$ cat src/rtl/igl_pkg.sv
// Shared types and constants for the interlock gate logic block.
`default_nettype none

package igl_pkg;

  localparam int NUM_COND = 12;
  localparam int COUNT_W  = $clog2(NUM_COND + 1);
  localparam int MODE_W   = 3;
  localparam int NUM_GATE = 3;
  localparam int CFG_AW   = 3;
  localparam int CFG_DW   = 12;

  typedef enum logic [MODE_W-1:0] {
    GM_NONE    = 3'd0,
    GM_AND     = 3'd1,
    GM_OR      = 3'd2,
    GM_CONNECT = 3'd3,
    GM_NOR     = 3'd4
  } gate_mode_t;

  typedef enum logic [1:0] {
    CM_NONE    = 2'd0,
    CM_AND     = 2'd1,
    CM_OR      = 2'd2,
    CM_CONNECT = 2'd3
  } comb_mode_t;

  typedef enum logic [1:0] {
    BYP_NONE      = 2'd0,
    BYP_FORCE_ON  = 2'd1,
    BYP_FORCE_OFF = 2'd2
  } byp_req_t;

  typedef enum logic [CFG_AW-1:0] {
    REG_INVERT_MASK   = 3'd0,
    REG_GATE1_MEMBERS = 3'd1,
    REG_GATE2_MEMBERS = 3'd2,
    REG_GATE3_MEMBERS = 3'd3,
    REG_BYPASS_PERMIT = 3'd4,
    REG_GATE_MODES    = 3'd5,
    REG_COMBINE_MODE  = 3'd6,
    REG_OPTION_BITS   = 3'd7
  } cfg_reg_t;

  localparam int OPT_LATCH_EN  = 0;
  localparam int OPT_FINAL_BYP = 1;

  typedef struct packed {
    logic [NUM_COND-1:0]   condition_flags;
    logic [2*NUM_COND-1:0] bypass_requests;
    logic [1:0]            final_bypass_request;
    logic                  latch_reset;
  } in_item_t;

  typedef struct packed {
    logic [NUM_COND-1:0] condition_states;
    logic [3:0]          gate_outs;
    logic                final_out;
    logic                final_out_inv;
    logic [COUNT_W-1:0]  gate1_count;
    logic [COUNT_W-1:0]  gate2_count;
    logic [COUNT_W-1:0]  gate3_count;
    logic [1:0]          combine_count;
    logic [COUNT_W-1:0]  gate1_first;
    logic [COUNT_W-1:0]  gate2_first;
    logic [COUNT_W-1:0]  gate3_first;
  } out_item_t;

  typedef struct packed {
    logic               out;
    logic [COUNT_W-1:0] count;
    logic [COUNT_W-1:0] first;
  } gate_res_t;

endpackage

`default_nettype wire

$ cat src/rtl/igl_gate.sv
// One member-mask gate: member count, first member and gate output.
`default_nettype none

module igl_gate
  import igl_pkg::*;
(
  input  wire logic [NUM_COND-1:0] values,
  input  wire logic [NUM_COND-1:0] members,
  input  wire logic [MODE_W-1:0]   mode,
  output      gate_res_t           res
);

  logic [COUNT_W-1:0] cnt;
  logic [COUNT_W-1:0] fst;
  logic               all_on;
  logic               any_on;
  logic               last_v;

  always_comb begin
    cnt    = '0;
    fst    = '0;
    last_v = 1'b0;
    for (int i = 0; i < NUM_COND; i++) begin
      cnt = cnt + COUNT_W'(members[i]);
      if (members[i]) begin
        last_v = values[i];
      end
    end
    // scan down so the lowest member wins
    for (int i = NUM_COND - 1; i >= 0; i--) begin
      if (members[i]) begin
        fst = COUNT_W'(i + 1);
      end
    end
    all_on = &(values | ~members);
    any_on = |(values & members);
  end

  always_comb begin
    res.count = cnt;
    res.first = fst;
    res.out   = 1'b0;
    if (cnt != '0) begin
      case (mode)
        GM_AND:     res.out = all_on;
        GM_OR:      res.out = any_on;
        GM_CONNECT: res.out = last_v;
        GM_NOR:     res.out = ~any_on;
        default:    res.out = 1'b0;
      endcase
    end
  end

endmodule

`default_nettype wire

$ cat src/rtl/interlock_gate_logic.sv
// Top level: config registers, input register, gate evaluation, result register, latch.
// Path: an accepted beat is held in the input register, evaluated, then captured in the result register.
// Throughput: one beat per cycle while the receiver does not stall; input and result registers decouple the two sides.
// The only feedback path is the one-bit final latch, updated as a beat moves to the result.
// Reset (synchronous, rst_n low): both stages empty, all config registers and latch zero.
`default_nettype none

module interlock_gate_logic
  import igl_pkg::*;
(
  input  wire logic              clk,
  input  wire logic              rst_n,
  input  wire logic              in_valid,
  output      logic              in_stall,
  input  wire in_item_t          in_data,
  output      logic              out_valid,
  input  wire logic              out_stall,
  output      out_item_t         out_data,
  input  wire logic              cfg_we,
  input  wire logic [CFG_AW-1:0] cfg_addr,
  input  wire logic [CFG_DW-1:0] cfg_wdata
);

  logic [NUM_COND-1:0]        invert_mask_r;
  logic [NUM_COND-1:0]        members_r [NUM_GATE];
  logic [NUM_COND-1:0]        bypass_permit_r;
  logic [NUM_GATE*MODE_W-1:0] gate_modes_r;
  logic [1:0]                 combine_mode_r;
  logic [1:0]                 option_bits_r;

  in_item_t  s1_r;
  logic      s1_valid_r;
  out_item_t out_r;
  logic      out_valid_r;
  logic      final_latch_r;
  logic      final_latch_nxt;

  logic out_free;
  logic s1_fire;
  logic in_fire;

  logic [NUM_COND-1:0] states;
  logic [NUM_COND-1:0] eff;
  gate_res_t           gres [NUM_GATE];
  logic [NUM_GATE-1:0] gval;
  logic [NUM_GATE-1:0] active;
  logic                comb;
  logic [1:0]          ccount;
  out_item_t           out_nxt;

  // config writes
  always_ff @(posedge clk) begin
    if (!rst_n) begin
      invert_mask_r   <= '0;
      members_r[0]    <= '0;
      members_r[1]    <= '0;
      members_r[2]    <= '0;
      bypass_permit_r <= '0;
      gate_modes_r    <= '0;
      combine_mode_r  <= '0;
      option_bits_r   <= '0;
    end else if (cfg_we) begin
      unique case (cfg_reg_t'(cfg_addr))
        REG_INVERT_MASK:   invert_mask_r   <= cfg_wdata[NUM_COND-1:0];
        REG_GATE1_MEMBERS: members_r[0]    <= cfg_wdata[NUM_COND-1:0];
        REG_GATE2_MEMBERS: members_r[1]    <= cfg_wdata[NUM_COND-1:0];
        REG_GATE3_MEMBERS: members_r[2]    <= cfg_wdata[NUM_COND-1:0];
        REG_BYPASS_PERMIT: bypass_permit_r <= cfg_wdata[NUM_COND-1:0];
        REG_GATE_MODES:    gate_modes_r    <= cfg_wdata[NUM_GATE*MODE_W-1:0];
        REG_COMBINE_MODE:  combine_mode_r  <= cfg_wdata[1:0];
        REG_OPTION_BITS:   option_bits_r   <= cfg_wdata[1:0];
        default:           ;
      endcase
    end
  end

  // handshake
  assign out_free  = !out_valid_r || !out_stall;
  assign s1_fire   = s1_valid_r && out_free;
  assign in_stall  = s1_valid_r && !out_free;
  assign in_fire   = in_valid && !in_stall;
  assign out_valid = out_valid_r;
  assign out_data  = out_r;

  always_ff @(posedge clk) begin
    if (!rst_n) begin
      s1_valid_r <= 1'b0;
    end else if (in_fire) begin
      s1_valid_r <= 1'b1;
    end else if (s1_fire) begin
      s1_valid_r <= 1'b0;
    end
  end

  always_ff @(posedge clk) begin
    if (in_fire) begin
      s1_r <= in_data;
    end
  end

  // condition states and per-condition bypass
  always_comb begin
    states = s1_r.condition_flags ^ invert_mask_r;
    eff    = states;
    for (int i = 0; i < NUM_COND; i++) begin
      if (bypass_permit_r[i]) begin
        if (s1_r.bypass_requests[2*i +: 2] == BYP_FORCE_ON) begin
          eff[i] = 1'b1;
        end else if (s1_r.bypass_requests[2*i +: 2] == BYP_FORCE_OFF) begin
          eff[i] = 1'b0;
        end
      end
    end
  end

  for (genvar g = 0; g < NUM_GATE; g++) begin : g_gate
    igl_gate u_gate (
      .values  (eff),
      .members (members_r[g]),
      .mode    (gate_modes_r[g*MODE_W +: MODE_W]),
      .res     (gres[g])
    );
    assign gval[g]   = gres[g].out;
    assign active[g] = gate_modes_r[g*MODE_W +: MODE_W] != GM_NONE;
  end

  // combining gate over active gates
  always_comb begin
    ccount = '0;
    comb   = 1'b0;
    for (int i = 0; i < NUM_GATE; i++) begin
      ccount = ccount + 2'(active[i]);
    end
    case (combine_mode_r)
      CM_AND:     comb = (|active) && (&(gval | ~active));
      CM_OR:      comb = |(gval & active);
      CM_CONNECT: begin
        for (int i = 0; i < NUM_GATE; i++) begin
          if (active[i]) begin
            comb = gval[i];
          end
        end
      end
      default:    comb = 1'b0;
    endcase
    if (combine_mode_r == CM_NONE) begin
      ccount = '0;
    end
  end

  // final bypass and latch
  always_comb begin
    if (option_bits_r[OPT_FINAL_BYP] &&
        (s1_r.final_bypass_request == BYP_FORCE_ON ||
         s1_r.final_bypass_request == BYP_FORCE_OFF)) begin
      final_latch_nxt = s1_r.final_bypass_request == BYP_FORCE_ON;
    end else if (option_bits_r[OPT_LATCH_EN]) begin
      if (comb) begin
        final_latch_nxt = 1'b1;
      end else if (s1_r.latch_reset) begin
        final_latch_nxt = 1'b0;
      end else begin
        final_latch_nxt = final_latch_r;
      end
    end else begin
      final_latch_nxt = comb;
    end
  end

  always_comb begin
    out_nxt.condition_states = states;
    out_nxt.gate_outs        = {comb, gval};
    out_nxt.final_out        = final_latch_nxt;
    out_nxt.final_out_inv    = ~final_latch_nxt;
    out_nxt.gate1_count      = gres[0].count;
    out_nxt.gate2_count      = gres[1].count;
    out_nxt.gate3_count      = gres[2].count;
    out_nxt.combine_count    = ccount;
    out_nxt.gate1_first      = gres[0].first;
    out_nxt.gate2_first      = gres[1].first;
    out_nxt.gate3_first      = gres[2].first;
  end

  always_ff @(posedge clk) begin
    if (!rst_n) begin
      out_valid_r   <= 1'b0;
      final_latch_r <= 1'b0;
    end else begin
      if (s1_fire) begin
        out_valid_r   <= 1'b1;
        final_latch_r <= final_latch_nxt;
      end else if (out_free) begin
        out_valid_r   <= 1'b0;
      end
    end
  end

  always_ff @(posedge clk) begin
    if (s1_fire) begin
      out_r <= out_nxt;
    end
  end

  a_latch_holds: assert property (@(posedge clk) disable iff (!rst_n)
    !s1_fire |=> $stable(final_latch_r))
    else $error("final latch changed without a beat");

  a_s1_holds: assert property (@(posedge clk) disable iff (!rst_n)
    (s1_valid_r && !out_free) |=> (s1_valid_r && $stable(s1_r)))
    else $error("input stage lost a stalled beat");

  a_stall_full: assert property (@(posedge clk) disable iff (!rst_n)
    in_stall |-> s1_valid_r)
    else $error("input stalled while stage empty");

  a_first_count: assert property (@(posedge clk) disable iff (!rst_n)
    out_valid_r |-> ((out_r.gate1_count == '0) == (out_r.gate1_first == '0)))
    else $error("gate one first member inconsistent with count");

  a_inv: assert property (@(posedge clk) disable iff (!rst_n)
    out_valid_r |-> (out_r.final_out_inv != out_r.final_out))
    else $error("final output and its inverse agree");

endmodule

`default_nettype wire

$ cat config.mk
export PLATFORM = sky130hd
export DESIGN_NAME = interlock_gate_logic
export DESIGN_NICKNAME = d
export VERILOG_FILES = /design/src/rtl/igl_pkg.sv /design/src/rtl/igl_gate.sv /design/src/rtl/interlock_gate_logic.sv
export SDC_FILE = /design/constraint.sdc
export NUM_CORES = 1
export LEC_CHECK = 0
export CAP_MARGIN = 0
export CORE_AREA = 4 4 122 124
export CTS_CLUSTER_SIZE = 14
export DETAILED_ROUTE_END_ITERATION = 10
export DIE_AREA = 0 0 126 128
export DONT_BUFFER_PORTS = 1
export PLACE_DENSITY = 0.78
export SLEW_MARGIN = 5
export SYNTH_ARGS = -nofsm -noshare
export SYNTH_HDL_FRONTEND = slang
export SYNTH_SLANG_ARGS = --single-unit
$ cat constraint.sdc
create_clock -name clk -period 7.25 [get_ports clk]
set_input_delay 1.45 -clock clk [delete_from_list [all_inputs] [get_ports clk]]
set_output_delay 1.45 -clock clk [all_outputs]
set_load 0.05 [all_outputs]
==> flow_metrics.tcl, run 1 <==
set metrics [dict create \
    tightest_slew_ns 1.105 \
    whs_path_depth 2 \
    final_net_count 859 \
    fmax_mhz 162.5 \
    ir_drop_uv 211.4 \
    synth_area_leader_cell "edfxtp_1" \
    slew_viol_final 0 \
    wire_per_inst_um 25.77 \
    synth_seq_cells 159 \
    num_rows 43 \
    insertedDiodeCount 0 \
    drcViolationCount 0 \
    coreArea_um2 13770 \
    fin_area_um2 9032 \
    grt_max_degree 46 \
    p_per_area_nw_per_um2 279.1 \
    total_power_mw 2.521 \
    worst_clock_skew_ns 0.007532 \
    r2r_cells 19 \
    routed_via_density 6.624 \
    met3_usage_pct 6.375 \
    synth.area.mux_share_pct 0.4879 \
    cts.path.max_buffers 2 \
    drt_iter0_markers 718 \
    synth_area_um2 8207 \
    critPathLaunchType "flip-flop" \
    dp_hpwl_um 19050 \
    ios 105 \
    rsz0062_at_grt "false" \
    postCtsHoldBufs 0 \
    drt_pass1_iterations 6 \
    critical_path_required_ns 7.43 \
    critPathKind "reg2reg" \
    ys.flop_type "edfxtp_1" \
    finalWorstSetupSlack_ns 1.095 \
    path_max_fanout 5 \
    seq_area_frac_synth_pct 53.30 \
    synthTopCellsByArea "edfxtp_1, dfxtp_1, fa_1" \
    numPortBuffers 0 \
    final_common_cell "edfxtp_1" \
    setup_tns_ns 0 \
    cts_tree "yes" \
    postCtsSetupBuffers 0 \
    dp_slack_ns 1.178 \
    synth_cell_types 72 \
    final_util_pct 65.58 \
    synthSimpleGateAreaFrac_pct 15.12 \
    cts-root-buf "clkbuf_16" \
    grt_pass1_wl_um 37240 \
    hold_path_class "reg2reg" \
    synth_xor_area_share_pct 2.150 \
    grt_use_met2_pct 48.11 \
    yosysWarnings 0 \
    ctsResizeCount 0 \
    critPathArrivalTime_ns 6.33 \
    synth_top_area_share_pct 43.54 \
    grt_util_all_layers_pct 30.81 \
    start_util_pct 59.58 \
    gp_congestion 0.9963 \
    maxCapViolations 0 \
    clock-sinks 159 \
    outcome "finished, final reports clean" \
    post_dp_cell_area_um2 8454 \
    synth_fa_ha_area_share_pct 7.806 \
    rrSetupSlack_ns 1.10 \
    netlist_instances 750 \
    ctsHtreeMaxLevel 4 \
    final_cell_mix "edfxtp_1, nand2_1, inv_1" \
    numCtsBuffers 17 \
    die_y_um 128 \
    dp.cells 923 \
    finalCritPeriodShare_pct 84.89 \
    antenna_left 0 \
    grt_overflow 0 \
    grtUsageMet1_pct 42.81 \
    fp.dieArea_um2 16130 \
    syn2layout_area_growth_pct 10.06 \
    cp-end-kind "flip-flop" \
    grt_pass1_vias 6299 \
    num_vias 6326 \
    grt_antenna_before_repair 0 \
    fin_crit_ns 6.155 \
    drt_wl_total_um 24610 \
    syn_avg_cell_area_um2 10.94 \
    clkTransAtPathRegs_ns 0.06 \
    finalHoldViolations 0 \
    fin_hold_ws_ns 0.4611 \
    die_w_um 126 \
    synth-async-reset-ratio_pct 0 \
    synth_top_family_by_area "compound AO/OA/AOI/OAI gates" \
    fin_cells 955 \
    setup_viol 0 \
    clock_latency_ns 0.42 \
    p_leak_nw 3.323 \
    n_fill_cell 1071 \
    synth-edff-count 119 \
    slew_headroom_pct 26.17 \
    grt.busiest_layer "met2" \
    synth_nets 847 \
    synth-compound-area-share_pct 17.61 \
    drive_gt1_share_pct 8.000 \
]
[registers in the layout, summed over array words and instances, names as in the netlist, 2 cells and up]
register         cells
bypass_permit_r     12
option_bits_r        2
out_data            44
gate_modes_r         9
invert_mask_r       12
members_r           36
combine_mode_r       2
s1_r                39
[final cells by class]
class	instances	area (um2)	area share (%)
clock inverters	6	46.29	0.5125
flip-flops and latches	159	4374	48.43
well taps	180	225.2	2.493
repair buffers	8	60.06	0.6649
clock buffers	26	531.8	5.887
inverters	62	232.7	2.577
multi-input cells	514	3562	39.44
[cell usage after synthesis, drive strengths merged, types with 3 or more instances]
library cell / number
edfxtp: 119
ha: 16
a21boi: 39
o32ai: 3
a22oi: 9
o311ai: 3
and3: 5
nor2: 46
dfxtp: 40
inv: 62
and2: 14
nand4b: 3
or2: 4
nand4: 4
a311oi: 4
a21oi: 30
a31oi: 7
nor3: 14
o21a: 5
fa: 22
nor4b: 4
o2111ai: 6
nand2: 112
nand3: 17
mux2i: 4
a2111oi: 4
o31ai: 6
o21ai: 29
a211oi: 15
a21o: 5
nor2b: 15
nor4: 7
nand2b: 7
o211ai: 7
a32oi: 4
clkbuf: 15
xor2: 14
[critical path: stages, from the launching register on]
cell and delay [ns]:
edfxtp_1 0.45, inv_1 0.18, ha_1 0.27, inv_1 0.08, fa_1 0.43, fa_1 0.46, fa_1 0.50, inv_1 0.05
fa_1 0.41, fa_1 0.51, or2_2 0.29, a2111oi_0 0.85, a311oi_1 0.18, nand3b_1 0.16, nor4_1 0.07, a211oi_2 0.25
nand2_1 0.13, o211ai_1 0.30, o2111ai_2 0.19, o21a_1 0.14
[routing by layer]
| layer | vias to the layer above | wire (um) |
|---|---|---|
| met5 | - | 0 |
| met4 | 0 | 705 |
| met3 | 57 | 2093 |
| met2 | 372 | 11590 |
| met1 | 3123 | 10230 |
| li1 | 2774 | - |
[worst paths after layout]
kind	startpoint	to
worst min register to register	final_latch_r	final_latch_r
worst max-delay path	members_r[0][24]	out_data[27]
worst min-delay path	final_latch_r	final_latch_r
worst max register to register	members_r[0][24]	out_data[27]
[power breakdown]
group / switching (mW) / internal [mW]
registers: 0.154 / 1.07
clock network: 0.354 / 0.510
logic: 0.265 / 0.168
total: 0.772 / 1.75
[cells by family after synthesis]
kind of cell	after synthesis
AO/OA/AOI/OAI	197
XOR/XNOR	15
adder cells (fa/ha/maj)	38
buffers and inverters	77
flip-flops	159
multiplexers	4
AND/OR/NAND/NOR	260
Note: power is estimated with default switching activity, not from simulation.
==> inputs of run 2 (changes only) <==
--- a/config.mk
+++ b/config.mk
@@ -5,13 +5,14 @@
 export SDC_FILE = /design/constraint.sdc
 export NUM_CORES = 1
 export LEC_CHECK = 0
+export ABC_AREA = 1
 export CAP_MARGIN = 0
-export CORE_AREA = 4 4 122 124
+export CORE_AREA = 4 4 121 123
 export CTS_CLUSTER_SIZE = 14
 export DETAILED_ROUTE_END_ITERATION = 10
-export DIE_AREA = 0 0 126 128
+export DIE_AREA = 0 0 125 127
 export DONT_BUFFER_PORTS = 1
-export PLACE_DENSITY = 0.78
+export PLACE_DENSITY = 0.79
 export SLEW_MARGIN = 5
 export SYNTH_ARGS = -nofsm -noshare
 export SYNTH_HDL_FRONTEND = slang
==> constraint.sdc (replaced) <==
create_clock -name clk -period 5.6 [get_ports clk]
set_input_delay 1.12 -clock clk [delete_from_list [all_inputs] [get_ports clk]]
set_output_delay 1.12 -clock clk [all_outputs]
set_load 0.05 [all_outputs]
==> run 2 against run 1 <==
Net effect:
- sequential share of layout area is 2.3 points higher
- critical endpoint unchanged
- fmax grew 33%
- synthesized cell count increased by 4.0%
- highest routed layer unchanged
- clock power is 33% higher
- largest power group unchanged
==> flow_metrics.tcl, run 2 <==
set metrics [dict create \
    drive_gt1_share_pct 7.787 \
    synth_common_cells "inv_1, nand2_1, edfxtp_1" \
    r2r_cells 18 \
    ir_drop_uv 232.0 \
    drcViolationCount 0 \
    fmax_mhz 216.9 \
    fin_crit_ns 4.611 \
    rsz0062_at_grt "false" \
    setup_tns_ns 0 \
    hold_path_class "reg2reg" \
    critPathLaunchType "flip-flop" \
    start_util_pct 56.94 \
    fin_cells 989 \
    num_rows 43 \
    seq_area_frac_synth_pct 56.21 \
    grt_antenna_before_repair 0 \
    yosysMostFrequentCell "inv_1" \
    synth_fa_ha_area_share_pct 8.233 \
    synth_top_area_share_pct 45.92 \
    reg2reg_to "out_data[27]" \
    synth_area_leader_cell "edfxtp_1" \
    drt_pass1_iterations 5 \
    fin_hold_ws_ns 0.5396 \
    synth-compound-area-share_pct 10.61 \
    numPortBuffers 0 \
    rrSetupSlack_ns 0.99 \
    ios 105 \
    synth_seq_cells 159 \
    p_leak_nw 3.699 \
    synth_xor_area_share_pct 1.560 \
    finalHoldViolations 0 \
    coreArea_um2 13670 \
    critPathArrivalTime_ns 4.79 \
    insertedDiodeCount 0 \
    fp.dieArea_um2 15880 \
    clock_latency_ns 0.43 \
    synth-async-reset-ratio_pct 0 \
    worst_clock_skew_ns 0.009971 \
    synthTopCellsByArea "edfxtp_1, dfxtp_1, inv_1" \
    setup_viol 0 \
    slew_headroom_pct 36.00 \
    die_y_um 127 \
    postCtsSetupBuffers 0 \
    synth.area.mux_share_pct 0 \
    gp_congestion 0.9058 \
    postCtsHoldBufs 0 \
    synthSimpleGateAreaFrac_pct 15.39 \
    ctsHtreeMaxLevel 4 \
    whs_path_depth 2 \
    largest_reg_flops 44 \
    syn2layout_area_growth_pct 10.90 \
    dp.cells 957 \
    dp_hpwl_um 14190 \
    grt_overflow 0 \
    slew_viol_final 0 \
    routed_via_density 5.656 \
    cts.path.max_buffers 2 \
    clock-sinks 159 \
    grt_pass1_vias 5622 \
    syn_avg_cell_area_um2 9.976 \
    tightest_slew_ns 0.9565 \
    maxCapViolations 0 \
    synth_nets 877 \
    wire_per_inst_um 18.67 \
    outcome "finished, final reports clean" \
    final_cell_mix "inv_1, nand2_1, edfxtp_1" \
    cp-end-kind "flip-flop" \
    cts_tree "yes" \
    grt_max_degree 44 \
    num_vias 5594 \
    ys.flop_type "edfxtp_1" \
    hold_end "out_valid" \
    path_max_fanout 5 \
    finalCritPeriodShare_pct 82.34 \
    synth_area_um2 7781 \
    synth-edff-count 119 \
    netlist_instances 780 \
    r2r_start "members_r[0][25]" \
    cts-root-buf "clkbuf_16" \
    grt_pass1_wl_um 29290 \
    drt_iter0_markers 494 \
    critPathKind "reg2reg" \
    numCtsBuffers 17 \
    yosysWarnings 0 \
    post_dp_cell_area_um2 8033 \
    drt_wl_total_um 18470 \
    p_per_area_nw_per_um2 377.8 \
    antenna_left 0 \
    ctsResizeCount 0 \
    final_net_count 893 \
    hp-start "s1_valid_r" \
    synth_top_family_by_area "simple AND/OR/NAND/NOR gates" \
    synth_cell_types 40 \
    fin_area_um2 8630 \
    critical_path_required_ns 5.78 \
    grt_util_all_layers_pct 23.82 \
    clkTransAtPathRegs_ns 0.07 \
    die_w_um 125 \
    final_common_cell "inv_1" \
]
[run 2: changes by cell type after synthesis, sizes merged, moves of 9 or more]
cell and change:
nor2b -15, a21boi -39, a22oi -9, nand3 +11, inv +86, xor2 -10, a21oi +18, nand3b +18
nand2 +25, a211oi -12, o21ai +33, and2 -13
[run 2: metal layers]
metal  routed length [um]  up-vias  global-route usage [%]  part of all wire (%)
li1                     -     2650                       -                     -
met1                 7711     2665                   31.38                    42
met2                 8788      247                   39.01                    48
met3                 1573       32                   5.936                   8.5
met4                  392        0                   8.227                   2.1
met5                    0        -                       0                     0
[run 2: final cells by class]
class	instances	area [um2]
repair buffers	7	52.55
well taps	180	225.2
fillers	1074	5036
clock buffers	18	450.4
inverters	152	584.3
clock inverters	14	146.4
multi-input cells	459	2796
flip-flops and latches	159	4374
[run 2: critical path, cell delays in order, from the launching register on]
cell      delay, ns
edfxtp_1       0.43
inv_1          0.10
ha_1           0.28
inv_1          0.05
fa_1           0.50
fa_1           0.44
fa_1           0.49
inv_1          0.05
fa_1           0.41
fa_1           0.45
xor2_1         0.19
nor4_1         0.31
inv_1          0.10
nand2_2        0.13
nand3_1        0.09
nand3_1        0.11
nand4_2        0.11
nand2_2        0.10
inv_1          0.04
[run 2: logic make-up (layout without fill, tap and decap cells)]
| kind of cell | after synthesis | count (layout) |
|---|---|---|
| flip-flops | 159 | 159 |
| AO/OA/AOI/OAI | 145 | 145 |
| AND/OR/NAND/NOR | 263 | 263 |
| buffers and inverters | 162 | 191 |
| adder cells (fa/ha/maj) | 38 | 38 |
| XOR/XNOR | 13 | 13 |
[run 2: worst max-delay path by stage]
stage / startpoint / to / slack, ns / cells after the start
after floorplan: members_r[0][1] / out_data[27] / 1.37 / 18
after global placement: members_r[0][25] / out_data[27] / 1.11 / 18
after detailed placement: members_r[0][25] / out_data[27] / 0.97 / 18
after CTS: members_r[0][24] / out_data[27] / 0.96 / 18
after global routing: members_r[0][1] / out_data[27] / 0.71 / 20
final: members_r[0][25] / out_data[27] / 0.99 / 18
[run 2: metrics by stage]
stage,total power [mW],utilization [%],setup WS [ns]
6_report,3.260,63.15,0.9890
3_5_place_dp,2.135,58.78,0.9724
4_1_cts,3.279,63.15,0.9629
3_3_place_gp,2.094,58.78,1.105
2_1_floorplan,1.978,-,1.371
5_1_grt,3.427,63.15,0.7112
[run 2: where the power goes]
part           leakage (nW)  switching [mW]  internal [mW]  total [mW]
Combinational          1.93           0.344          0.201       0.544
Clock                 0.291           0.496          0.653        1.15
Sequential             1.47           0.177           1.39        1.57
Total                  3.70            1.02           2.24        3.26
